## src/hdl/mbox_separator_line_classifier_macros.svh

```systemverilog
// Assertion macros for the mbox separator line classifier.
// Used by the top level only; no other dependencies.
`ifndef MBOX_SEPARATOR_LINE_CLASSIFIER_MACROS_SVH
`define MBOX_SEPARATOR_LINE_CLASSIFIER_MACROS_SVH

`ifndef SYNTHESIS
// Same-cycle implication, checked at every rising clock edge out of reset.
`define MSLC_ASSERT_NOW(label, clk, rst_n, cond, prop) \
    label: assert property (@(posedge clk) disable iff (!rst_n) (cond) |-> (prop)) \
        else $error("assertion failed: cond -> prop");
// Next-cycle implication.
`define MSLC_ASSERT_NEXT(label, clk, rst_n, cond, prop) \
    label: assert property (@(posedge clk) disable iff (!rst_n) (cond) |=> (prop)) \
        else $error("assertion failed: cond => prop");
`else
`define MSLC_ASSERT_NOW(label, clk, rst_n, cond, prop)
`define MSLC_ASSERT_NEXT(label, clk, rst_n, cond, prop)
`endif

`endif

```

## src/hdl/mslc_pkg.sv

```systemverilog
// Package for the mbox separator line classifier: byte codes, state encodings,
// step and result types and the pattern-matching functions. No dependencies.
package mslc_pkg;

    localparam logic [7:0] LF_BYTE = 8'h0A;
    localparam logic [7:0] CR_BYTE = 8'h0D;
    localparam logic [7:0] SP_BYTE = 8'h20;
    localparam logic [7:0] NUL_BYTE = 8'h00;

    localparam int SEP_W = 6;
    localparam int ESC_W = 3;

    // Separator match progress: 0 at line start, DONE once all but the line
    // feed has matched, FAIL after a mismatch.
    localparam logic [SEP_W-1:0] SEP_START = 6'd0;
    localparam logic [SEP_W-1:0] SEP_SENDER = 6'd5;
    localparam logic [SEP_W-1:0] SEP_IN_SENDER = 6'd6;
    localparam logic [SEP_W-1:0] SEP_SPACES = 6'd7;
    localparam logic [SEP_W-1:0] SEP_TAIL = 6'd8;
    localparam logic [SEP_W-1:0] SEP_DONE = 6'd31;
    localparam logic [SEP_W-1:0] SEP_FAIL = 6'd63;

    localparam logic [ESC_W-1:0] ESC_START = 3'd0;
    localparam logic [ESC_W-1:0] ESC_DONE = 3'd6;
    localparam logic [ESC_W-1:0] ESC_FAIL = 3'd7;

    typedef enum logic [2:0] {
        CLS_UPPER   = 3'd1,
        CLS_LOWER   = 3'd2,
        CLS_SPACE   = 3'd3,
        CLS_DIGIT   = 3'd4,
        CLS_SPDIGIT = 3'd5,
        CLS_COLON   = 3'd6
    } t_char_class;

    typedef struct packed {
        logic [7:0] data;
        logic       last;
    } t_step;

    typedef struct packed {
        logic escaped_from;
        logic new_message;
        logic is_separator;
    } t_result;

    function automatic logic is_upper(input logic [7:0] c);
        return (c >= 8'h41) && (c <= 8'h5A);
    endfunction

    function automatic logic is_lower(input logic [7:0] c);
        return (c >= 8'h61) && (c <= 8'h7A);
    endfunction

    function automatic logic is_digit(input logic [7:0] c);
        return (c >= 8'h30) && (c <= 8'h39);
    endfunction

    // Characters of "From ".
    function automatic logic [7:0] from_char(input logic [2:0] idx);
        logic [7:0] ch;
        unique case (idx)
            3'd0: ch = 8'h46;
            3'd1: ch = 8'h72;
            3'd2: ch = 8'h6F;
            3'd3: ch = 8'h6D;
            default: ch = SP_BYTE;
        endcase
        return ch;
    endfunction

    // Characters of ">From ".
    function automatic logic [7:0] esc_char(input logic [2:0] idx);
        logic [7:0] ch;
        unique case (idx)
            3'd0: ch = 8'h3E;
            3'd1: ch = 8'h46;
            3'd2: ch = 8'h72;
            3'd3: ch = 8'h6F;
            3'd4: ch = 8'h6D;
            default: ch = SP_BYTE;
        endcase
        return ch;
    endfunction

    // Fixed tail of the separator: rest of two names, day, time and year.
    function automatic t_char_class tail_class(input logic [4:0] idx);
        t_char_class k;
        unique case (idx)
            5'd0, 5'd1, 5'd4, 5'd5:           k = CLS_LOWER;
            5'd2, 5'd6, 5'd9, 5'd18:          k = CLS_SPACE;
            5'd3:                             k = CLS_UPPER;
            5'd7, 5'd10:                      k = CLS_SPDIGIT;
            5'd12, 5'd15:                     k = CLS_COLON;
            default:                          k = CLS_DIGIT;
        endcase
        return k;
    endfunction

    function automatic logic class_ok(input t_char_class k, input logic [7:0] c);
        logic ok;
        unique case (k)
            CLS_UPPER:   ok = is_upper(c);
            CLS_LOWER:   ok = is_lower(c);
            CLS_SPACE:   ok = (c == SP_BYTE);
            CLS_DIGIT:   ok = is_digit(c);
            CLS_SPDIGIT: ok = (c == SP_BYTE) || is_digit(c);
            CLS_COLON:   ok = (c == 8'h3A);
            default:     ok = 1'b0;
        endcase
        return ok;
    endfunction

    // Next separator position for a byte that is not a line feed.
    function automatic logic [SEP_W-1:0] sep_next(input logic [SEP_W-1:0] pos,
                                                  input logic [7:0] c);
        logic [SEP_W-1:0] nxt;
        logic [4:0]       tidx;
        tidx = pos[4:0] - SEP_TAIL[4:0];
        nxt = SEP_FAIL;
        priority if (pos < SEP_SENDER) begin
            if (c == from_char(pos[2:0])) nxt = pos + 6'd1;
        end else if (pos == SEP_SENDER) begin
            if (c != SP_BYTE && c != NUL_BYTE) nxt = SEP_IN_SENDER;
        end else if (pos == SEP_IN_SENDER) begin
            if (c == SP_BYTE) nxt = SEP_SPACES;
            else if (c != NUL_BYTE) nxt = SEP_IN_SENDER;
        end else if (pos == SEP_SPACES) begin
            if (c == SP_BYTE) nxt = SEP_SPACES;
            else if (is_upper(c)) nxt = SEP_TAIL;
        end else if (pos < SEP_DONE) begin
            if (class_ok(tail_class(tidx), c)) nxt = pos + 6'd1;
        end else begin
            nxt = SEP_FAIL;
        end
        return nxt;
    endfunction

    function automatic logic [ESC_W-1:0] esc_next(input logic [ESC_W-1:0] pos,
                                                  input logic [7:0] c);
        logic [ESC_W-1:0] nxt;
        nxt = pos;
        if (pos < ESC_DONE) nxt = (c == esc_char(pos)) ? pos + 3'd1 : ESC_FAIL;
        return nxt;
    endfunction

endpackage

```

## src/hdl/mslc_line_matcher.sv

```systemverilog
// Line state and per-byte match logic of the mbox separator line classifier.
// Depends on mslc_pkg.
module mslc_line_matcher
    import mslc_pkg::*;
(
    input  logic    i_clk,
    input  logic    i_rst_n,
    input  t_step   i_step,
    input  logic    i_fire,
    output logic    o_produce,
    output t_result o_result
);

    logic [SEP_W-1:0] r_match, n_match;
    logic [ESC_W-1:0] r_esc, n_esc;
    logic             r_seen, n_seen;
    logic             r_pending, n_pending;
    logic             by_feed;

    always_comb begin
        n_match   = r_match;
        n_esc     = r_esc;
        n_seen    = r_seen;
        n_pending = 1'b0;
        by_feed   = (i_step.data == LF_BYTE);
        o_produce = by_feed || i_step.last;

        // A held carriage return is a plain character unless a line feed follows.
        if (r_pending && !by_feed) begin
            n_match = sep_next(n_match, CR_BYTE);
            n_esc   = esc_next(n_esc, CR_BYTE);
        end

        if (i_step.data == CR_BYTE) begin
            if (i_step.last) begin
                n_match = sep_next(n_match, CR_BYTE);
                n_esc   = esc_next(n_esc, CR_BYTE);
            end else begin
                n_pending = 1'b1;
            end
        end else if (!by_feed) begin
            n_match = sep_next(n_match, i_step.data);
            n_esc   = esc_next(n_esc, i_step.data);
        end

        o_result.is_separator = by_feed && (n_match == SEP_DONE);
        o_result.new_message  = o_result.is_separator && r_seen;
        o_result.escaped_from = (n_esc == ESC_DONE);

        if (o_produce) begin
            n_seen  = 1'b1;
            n_match = SEP_START;
            n_esc   = ESC_START;
        end
        // End of folder: the next byte starts a fresh folder.
        if (i_step.last) begin
            n_seen    = 1'b0;
            n_pending = 1'b0;
        end
    end

    always_ff @(posedge i_clk) begin
        if (!i_rst_n) begin
            r_match   <= SEP_START;
            r_esc     <= ESC_START;
            r_seen    <= 1'b0;
            r_pending <= 1'b0;
        end else if (i_fire) begin
            r_match   <= n_match;
            r_esc     <= n_esc;
            r_seen    <= n_seen;
            r_pending <= n_pending;
        end
    end

endmodule

```

## src/hdl/mbox_separator_line_classifier.sv

```systemverilog
// Top level of the mbox separator line classifier: input register, line
// matcher and result register. Depends on mslc_pkg, mslc_line_matcher and
// the assertion macro header.
//
// Usage: the folder enters one byte per transaction on the s_axis channel,
// with s_axis_tlast marking the final byte of the folder. Each finished line
// (at a line feed, or at the final byte) gives one transaction on m_axis
// carrying is_separator, new_message and escaped_from. Bytes that end no
// line give no output. A carriage return directly before a line feed is
// dropped.
// Path: a line-ending byte is held in the input register, classified by the
// matcher, and its result is held in the result register, which offers it on
// m_axis. Throughput: one byte per cycle while no line-ending byte waits
// behind a result that the receiver has not yet taken.
// Reset (synchronous, active low) empties both registers and puts the line
// state at the start of a new folder. When the receiver stalls, the result
// is held; one more byte can sit in the input register, and bytes that end
// no line keep flowing past a waiting result.
`include "mbox_separator_line_classifier_macros.svh"

module mbox_separator_line_classifier
    import mslc_pkg::*;
(
    input  logic       i_clk,
    input  logic       i_rst_n,
    input  logic       s_axis_tvalid,
    output logic       s_axis_tready,
    input  logic [7:0] s_axis_tdata,   // [7:0] line_byte
    input  logic       s_axis_tlast,   // stream_end
    output logic       m_axis_tvalid,
    input  logic       m_axis_tready,
    output logic [7:0] m_axis_tdata    // [0] is_separator, [1] new_message,
                                       // [2] escaped_from, [7:3] zero
);

    logic    r_in_valid;
    t_step   r_in;
    logic    r_out_valid;
    t_result r_out;
    logic    out_free;
    logic    produce;
    logic    advance;
    t_result result;

    assign out_free      = !r_out_valid || m_axis_tready;
    assign advance       = r_in_valid && (out_free || !produce);
    assign s_axis_tready = !r_in_valid || advance;

    always_ff @(posedge i_clk) begin
        if (!i_rst_n) begin
            r_in_valid <= 1'b0;
        end else if (s_axis_tready) begin
            r_in_valid <= s_axis_tvalid;
        end
    end

    always_ff @(posedge i_clk) begin
        if (s_axis_tvalid && s_axis_tready) begin
            r_in.data <= s_axis_tdata;
            r_in.last <= s_axis_tlast;
        end
    end

    mslc_line_matcher u_matcher (
        .i_clk     (i_clk),
        .i_rst_n   (i_rst_n),
        .i_step    (r_in),
        .i_fire    (advance),
        .o_produce (produce),
        .o_result  (result)
    );

    always_ff @(posedge i_clk) begin
        if (!i_rst_n) begin
            r_out_valid <= 1'b0;
        end else if (out_free) begin
            r_out_valid <= advance && produce;
        end
    end

    always_ff @(posedge i_clk) begin
        if (advance && produce) begin
            r_out <= result;
        end
    end

    assign m_axis_tvalid = r_out_valid;
    assign m_axis_tdata  = {5'b0, r_out.escaped_from, r_out.new_message, r_out.is_separator};

    // A result never overwrites one that is still waiting.
    `MSLC_ASSERT_NOW(a_no_overwrite, i_clk, i_rst_n, advance && produce, out_free)
    // The final byte of a folder always closes a line.
    `MSLC_ASSERT_NEXT(a_last_gives_result, i_clk, i_rst_n, advance && r_in.last, r_out_valid)
    // A new message is only ever reported on a separator line.
    `MSLC_ASSERT_NOW(a_new_needs_sep, i_clk, i_rst_n, r_out_valid && r_out.new_message,
                     r_out.is_separator)

endmodule
```

## config.mk

```make
export PLATFORM = sky130hd
export DESIGN_NAME = mbox_separator_line_classifier
export DESIGN_NICKNAME = d
export VERILOG_FILES = /design/src/hdl/mslc_pkg.sv /design/src/hdl/mslc_line_matcher.sv /design/src/hdl/mbox_separator_line_classifier.sv
export VERILOG_INCLUDE_DIRS = /design/src /design/src/hdl
export SDC_FILE = /design/constraint.sdc
export NUM_CORES = 1
export LEC_CHECK = 0
export ABC_AREA = 0
export BUFFER_PORTS_ARGS = -buffer_cell sky130_fd_sc_hd__buf_2
export CAP_MARGIN = 20
export CORE_ASPECT_RATIO = 0.9
export CORE_MARGIN = 1.5
export CORE_UTILIZATION = 61
export CTS_CLUSTER_SIZE = 14
export DETAILED_ROUTE_END_ITERATION = 16
export GPL_TIMING_DRIVEN = 0
export PLACE_DENSITY = 0.86
export SYNTH_ARGS = -nofsm -noshare
export SYNTH_HDL_FRONTEND = slang
export SYNTH_SLANG_ARGS = --single-unit
```

## constraint.sdc

```tcl
create_clock -name i_clk -period 4.76 [get_ports i_clk]
set_input_delay 0.238 -clock i_clk [delete_from_list [all_inputs] [get_ports i_clk]]
set_output_delay 0.238 -clock i_clk [all_outputs]
set_load 0.05 [all_outputs]
```

==> After elaboration in Yosys (flattened, before gate mapping) <==
Memories as Yosys holds them, arrays and structs flattened.
Cells that the tools add are included.
{ "word_totals": {"reg_bits": 25, "latchBits": 0, "mem_bits_rw": 0, "rom_bits": 96, "input_bits": 13, "out_inout_bits": 10, "word_cells": 186, "mem_count": 1} }
{ "op_classes": {"add_sub_neg": 5, "mul": 0, "n_div": 0, "magnitude_cmp": 12, "eq_ne": 39, "n_shift": 0, "n_mux": 92, "bitwise": 0, "reduce_logical": 26} }
{ "mem_list": {"columns": ["name", "words", "width", "read_ports", "rd_ports_with_merged_regs", "write_ports", "line_no", "rtl"], "rows": [
  ["(no name shown)", 32, 3, 1, 0, 0, "mslc_pkg.sv:89", "unique case (idx)"]
]} }
{ "ops": {"columns": ["cell", "n"], "rows": [
  ["$mux 6", 31],
  ["$mux 8", 14],
  ["$pmux 7 s5", 2],
  ["$pmux 7 s4", 2],
  ["$mux 3", 18],
  ["$eq 6x3->1 const B", 6],
  ["$eq 4x8->1 const A", 4],
  ["$eq 3x2->1 const B", 10],
  ["$mux 1", 24],
  ["$eq 3x3->1 const B", 6],
  ["$eq 8x4->1 const B", 2],
  ["$eq 8x6->1 const B", 2],
  ["$eq 8x8->1", 2],
  ["$ge 8x7->1 const B", 2],
  ["$le 8x7->1 const B", 2],
  ["$eq 3x1->1 const B", 5],
  ["$add 6x1->6 const B", 2],
  ["$logic_not 3->1", 4],
  ["$lt 6x3->1 const B", 2],
  ["$lt 6x5->1 const B", 2],
  ["$logic_and 1x1->1", 10],
  ["$ge 8x6->1 const B", 1],
  ["$le 8x6->1 const B", 1],
  ["$ne 8x6->1 const B", 1],
  ["other kinds (10)", 19]
]} }

==> Depth between registers and ports, before layout <==
An unclocked memory read counts as a cell.
{ "depth": {"ltp_word": 43, "mapped_depth": 18, "mapped_depth_nobuf": 16} }

==> Cells and area by module <==
From an unflattened synthesis, not the netlist that was laid out.
{ "hier_totals": {"hier_cells": 356, "hier_area_um2": 2857.7} }
{ "modules_own_cells": {"columns": ["module", "n_inst", "cells_each", "area_each_um2", "seq_area_each_um2"], "rows": [
  ["mslc_line_matcher", 1, 326, 2338.5, 220.2],
  ["mbox_separator_line_classifier", 1, 30, 519.2, 400.4]
]} }

==> Worst setup path before layout <==
Ideal clock, no wire load.
{ "synth_timing": {"path_kind": "reg2reg", "from": "register u_matcher.r_match[1]", "to": "register r_out (netlist bit m_axis_tdata[1]), data pin", "t_arrival_ps": 3719, "path_slack_ps": 775, "stages_incl_launch_ff": 18, "path_buffers": 2, "path_cell_list": "dfxtp_1 -> clkbuf_1 -> inv_1 -> ha_1 -> o21ba_2 -> and2_0 -> clkbuf_1 -> nand2_1 -> a21boi_0 -> inv_1 -> ha_1 -> o21ai_0 -> o21ai_0 -> or4_1 -> o22ai_1 -> a21oi_1 -> a21oi_1 -> nor4bb_2"} }
{ "synth_rtl": {"columns": ["item", "line_no", "rtl"], "rows": [
  ["start, declared", "mslc_line_matcher.sv:14", "logic [SEP_W-1:0] r_match, n_match;"],
  ["start signal, assigned", "mslc_line_matcher.sv:69", "r_match <= n_match;"],
  ["end signal, assigned", "mbox_separator_line_classifier.sv:83", "r_out <= result;"],
  ["end, declared", "mbox_separator_line_classifier.sv:39", "t_result r_out;"]
]} }

==> summary.txt <==
Status
  • Status: completed

Clock network
  • Clock Latency Late Sink: 0.29 ns
  • H-tree Lvls: 1
  • Clock tree sinks: 25
  • Clk slew on worst S/H paths: 0.11 ns
  • Post-CTS setup buffer count: 0
  • TritonCTS Buffers: 3
  • # hold bufs at CTS: 0
  • Root Buffer: clkbuf_8
  • Longest Clk Path Bufs: 2
  • CTS tree: yes
  • CTS resizes: 3

Route
  • DRT Wirelength: 8.25 mm
  • DRC viols: 0
  • Drt wl/cell: 18.5 microns
  • 1st-iter DRT viols: 529
  • Vias post-DR: 3086
  • Vias/cell: just under 7
  • Final ANT Viol Nets: 0
  • DRT Pass-1 Iters: 6

Synth
  • Netlist cell types: 76
  • Synthesized instance count: 361
  • Average size of a mapped cell: between 7 and 8 sq um
  • Synth Flop Type: dfxtp_1
  • Async S/R FF share, synth: 0
  • Mapped Area: between 2000 and 3000 sq um
  • Register bit total from synthesis: 25
  • Yosys warns: 0
  • Sequential share of the synthesized area: 0.226
  • Number of synthesized flops with an enable pin: 12

Critical path
  • CP startpoint kind: register
  • Setup CP Type: reg2reg
  • Buf/Inv on CP: 4
  • Kind of end point of the critical path: register
  • Critical Path Max Stage Delay: 0.51 ns
  • Crit-path slowest cell: or4_1
  • R2R Setup Slk: around 0.14 ns
  • Start of the worst register-to-register path: u_matcher.r_match[1]$_SDFFE_PN0P_
  • Worst path required time: 4.79 ns
  • Largest fanout on the critical path: 10
  • Crit-path cells: clkbuf_2 -> inv_1 -> ha_1 -> o21ba_2 -> and2_0 -> clkbuf_1 -> nand2_1 -> a21boi_2 -> inv_1 -> ha_1 -> o21ai_1 -> o21ai_0 -> or4_1 -> o22ai_1 -> a21oi_1 -> a21oi_1 -> nor4bb_2
  • CP top delay family: compound AO/OA/AOI/OAI gates
  • FF-to-FF End: m_axis_tdata[1]$_DFFE_PP_
  • Worst reg-to-reg path cell count: 17
  • Arr. time, crit path: roughly 4.7 ns

STA
  • Final clock skew: 0.00733 ns
  • Tightest Pin Transition: roughly 0.79 ns
  • Final hold violation count: 0
  • Setup Total Neg Slack: 0 ns
  • RSZ-0062 raised after global routing: false
  • F_max: between 0.2 and 0.25 GHz
  • Final period utilization: 0.971
  • Final Critical Period: 4.62 ns
  • Final Max Tran Viols: 0
  • Max-slew headroom at the worst pin: 0.467
  • Final setup vio count: 0

Die
  • I/O pin cnt: 23
  • Core region area: approximately 4200 sq um
  • Row count: 22
  • Chip height: 66.7 microns
  • Die X: 73.7 microns
  • Die Area: 4920 sq um
  • Initial Util: 0.652

Cells and area
  • Share of cells above drive strength 1: 0.150
  • Area delta synth->final: 8.65%
  • Most frequent cells in the layout: nor2_1, nand2_1, o21ai_0
  • Core Util, Final: 0.709
  • Final Non-Filler Cells: 446
  • Nets: approximately 420
  • Leading cell type in the layout, fill and taps excluded: nor2_1
  • Post-route cell area: about 3000 sq um
  • # diodes: 0

Global routing
  • Gr ovfl total: 0
  • Initial antenna violation count: 0
  • First-pass GRT wire length: 13.2 mm
  • Pin count of the biggest net entering global routing: 17
  • Total track usage: 0.354
  • Vias in the first global route: 2666

Power and ir drop
  • Combinational Power Share: 0.310
  • Peak VDD IR: around 190 uV
  • NetSw: around 210 uW
  • Power per cell area: 191 nW/um^2
  • Cell Int Power: 363 uW
  • Sw Share: 0.363
  • Leakage Power: between 1 and 1.5 nW
  • Share of power burned in registers: 0.434
  • Clk pwr share: 0.256
  • Total power: approximately 570 uW

Placement
  • Count of input and output buffers: 17
  • Post-DP Area: approximately 3000 sq um
  • Routability Congestion: ~1.0
  • Placed cell count: 442
  • Post-DP HPWL: approximately 6.2 mm

Hold path
  • Hold Path Cell Cnt: 1
  • Worst min path class: in2reg
  • WHS Endpoint: r_in[0]$_DFFE_PP_
  • Hold_sp: s_axis_tlast

Job
  • MaxCap Viol Count: 0
[metrics by stage]
step	hold slack, ns	setup slack [ns]
floorplan	0.337	0.775
global placement	0.415	-0.494
detailed placement	0.416	-0.510
CTS	0.114	0.181
global route	0.109	0.0119
finish	0.119	0.139
[power by group through the flow]
stage	Clock [mW]	Sequential, mW	Combinational (mW)
finish	0.146	0.247	0.177
global placement	0	0.251	0.165
CTS	0.147	0.247	0.170
detailed placement	0	0.251	0.169
global route	0.152	0.248	0.191
floorplan	0	0.251	0.129
[logic make-up (layout without fill, tap and decap cells)]
logic type / Yosys count / in the layout / synth area share
AO/OA/AOI/OAI: 124 / 124 / 0.312
buffers and inverters: 48 / 69 / 0.0770
multiplexers: 4 / 4 / 0.0146
AND/OR/NAND/NOR: 142 / 142 / 0.295
adder cells (fa/ha/maj): 15 / 15 / 0.0683
XOR/XNOR: 2 / 2 / 0.00638
flip-flops: 25 / 25 / 0.226
other: 1 / 5 / 0.00136
[routing by layer]
metal / global-route usage / wire (microns)
met1: 0.500 / 3400
met2: 0.532 / 3430
met3: 0.0635 / 1100
met4: 0.139 / 326
met5: 0 / 0
[synthesized netlist by cell type (all sizes together) (4+ instances only)]
master  instances  area (sq um)
nand2b          4          25.0
mux2i           4          40.0
ha             15           188
and2            4          25.0
a211oi          9          67.6
o31ai           5          37.5
or4             6          60.1
inv            20          75.1
a21oi          22           118
a21boi          5          37.5
nor2           33           124
nand4           4          25.0
o211ai          4          30.0
buf            13          78.8
a21o            5          37.5
nand2          28           105
nand3           6          30.0
dfxtp          13           260
nor4b           4          41.3
nor2b           7          43.8
o21ai          33           180
clkbuf         15          57.6
or3             5          31.3
edfxtp         12           360
nor3           18          90.1
nor4            7          65.1
[state kept, by name, indices dropped and copies added, names as in the netlist]
register / flops
r_in_valid: 1
u_matcher.r_pending: 1
r_in: 9
u_matcher.r_seen: 1
u_matcher.r_match: 6
m_axis_tdata: 3
u_matcher.r_esc: 3
m_axis_tvalid: 1
[cell type report]
type                            instances  area, sq um
Sequential cell                        25          621
Inverter                               20         75.1
Clock buffer                            3         41.3
Fill cell                             360         1230
Multi-Input combinational cell        292         1940
Tap cell                               60         75.1
Timing Repair Buffer                   17         85.1
Buffer                                 28          138
Clock inverter                          1         8.76
[worst register-to-register path: cells and delay by family (launching register included)]
| family | cells | cell delay (ns) |
|---|---|---|
| and+or+nand+nor | 4 | 0.95 |
| DFF | 1 | 0.41 |
| adders and majority gates | 2 | 0.48 |
| buffers and inverters | 4 | 0.81 |
| AOI/OAI and AO/OA | 7 | 1.71 |
[worst max-delay path by stage]
stage	slack (ns)	startpoint	cells past startpoint	end
after floorplan	0.77	u_matcher.r_match[1]$_SDFFE_PN0P_	17	m_axis_tdata[1]$_DFFE_PP_
after global placement	-0.49	u_matcher.r_match[1]$_SDFFE_PN0P_	17	m_axis_tdata[1]$_DFFE_PP_
after detailed placement	-0.51	u_matcher.r_match[1]$_SDFFE_PN0P_	17	m_axis_tdata[1]$_DFFE_PP_
after CTS	0.18	u_matcher.r_match[1]$_SDFFE_PN0P_	17	m_axis_tdata[1]$_DFFE_PP_
after global routing	0.01	u_matcher.r_match[1]$_SDFFE_PN0P_	17	m_axis_tdata[1]$_DFFE_PP_
final	0.14	u_matcher.r_match[1]$_SDFFE_PN0P_	17	m_axis_tdata[1]$_DFFE_PP_
No activity file was read; power rests on OpenSTA's default activity.
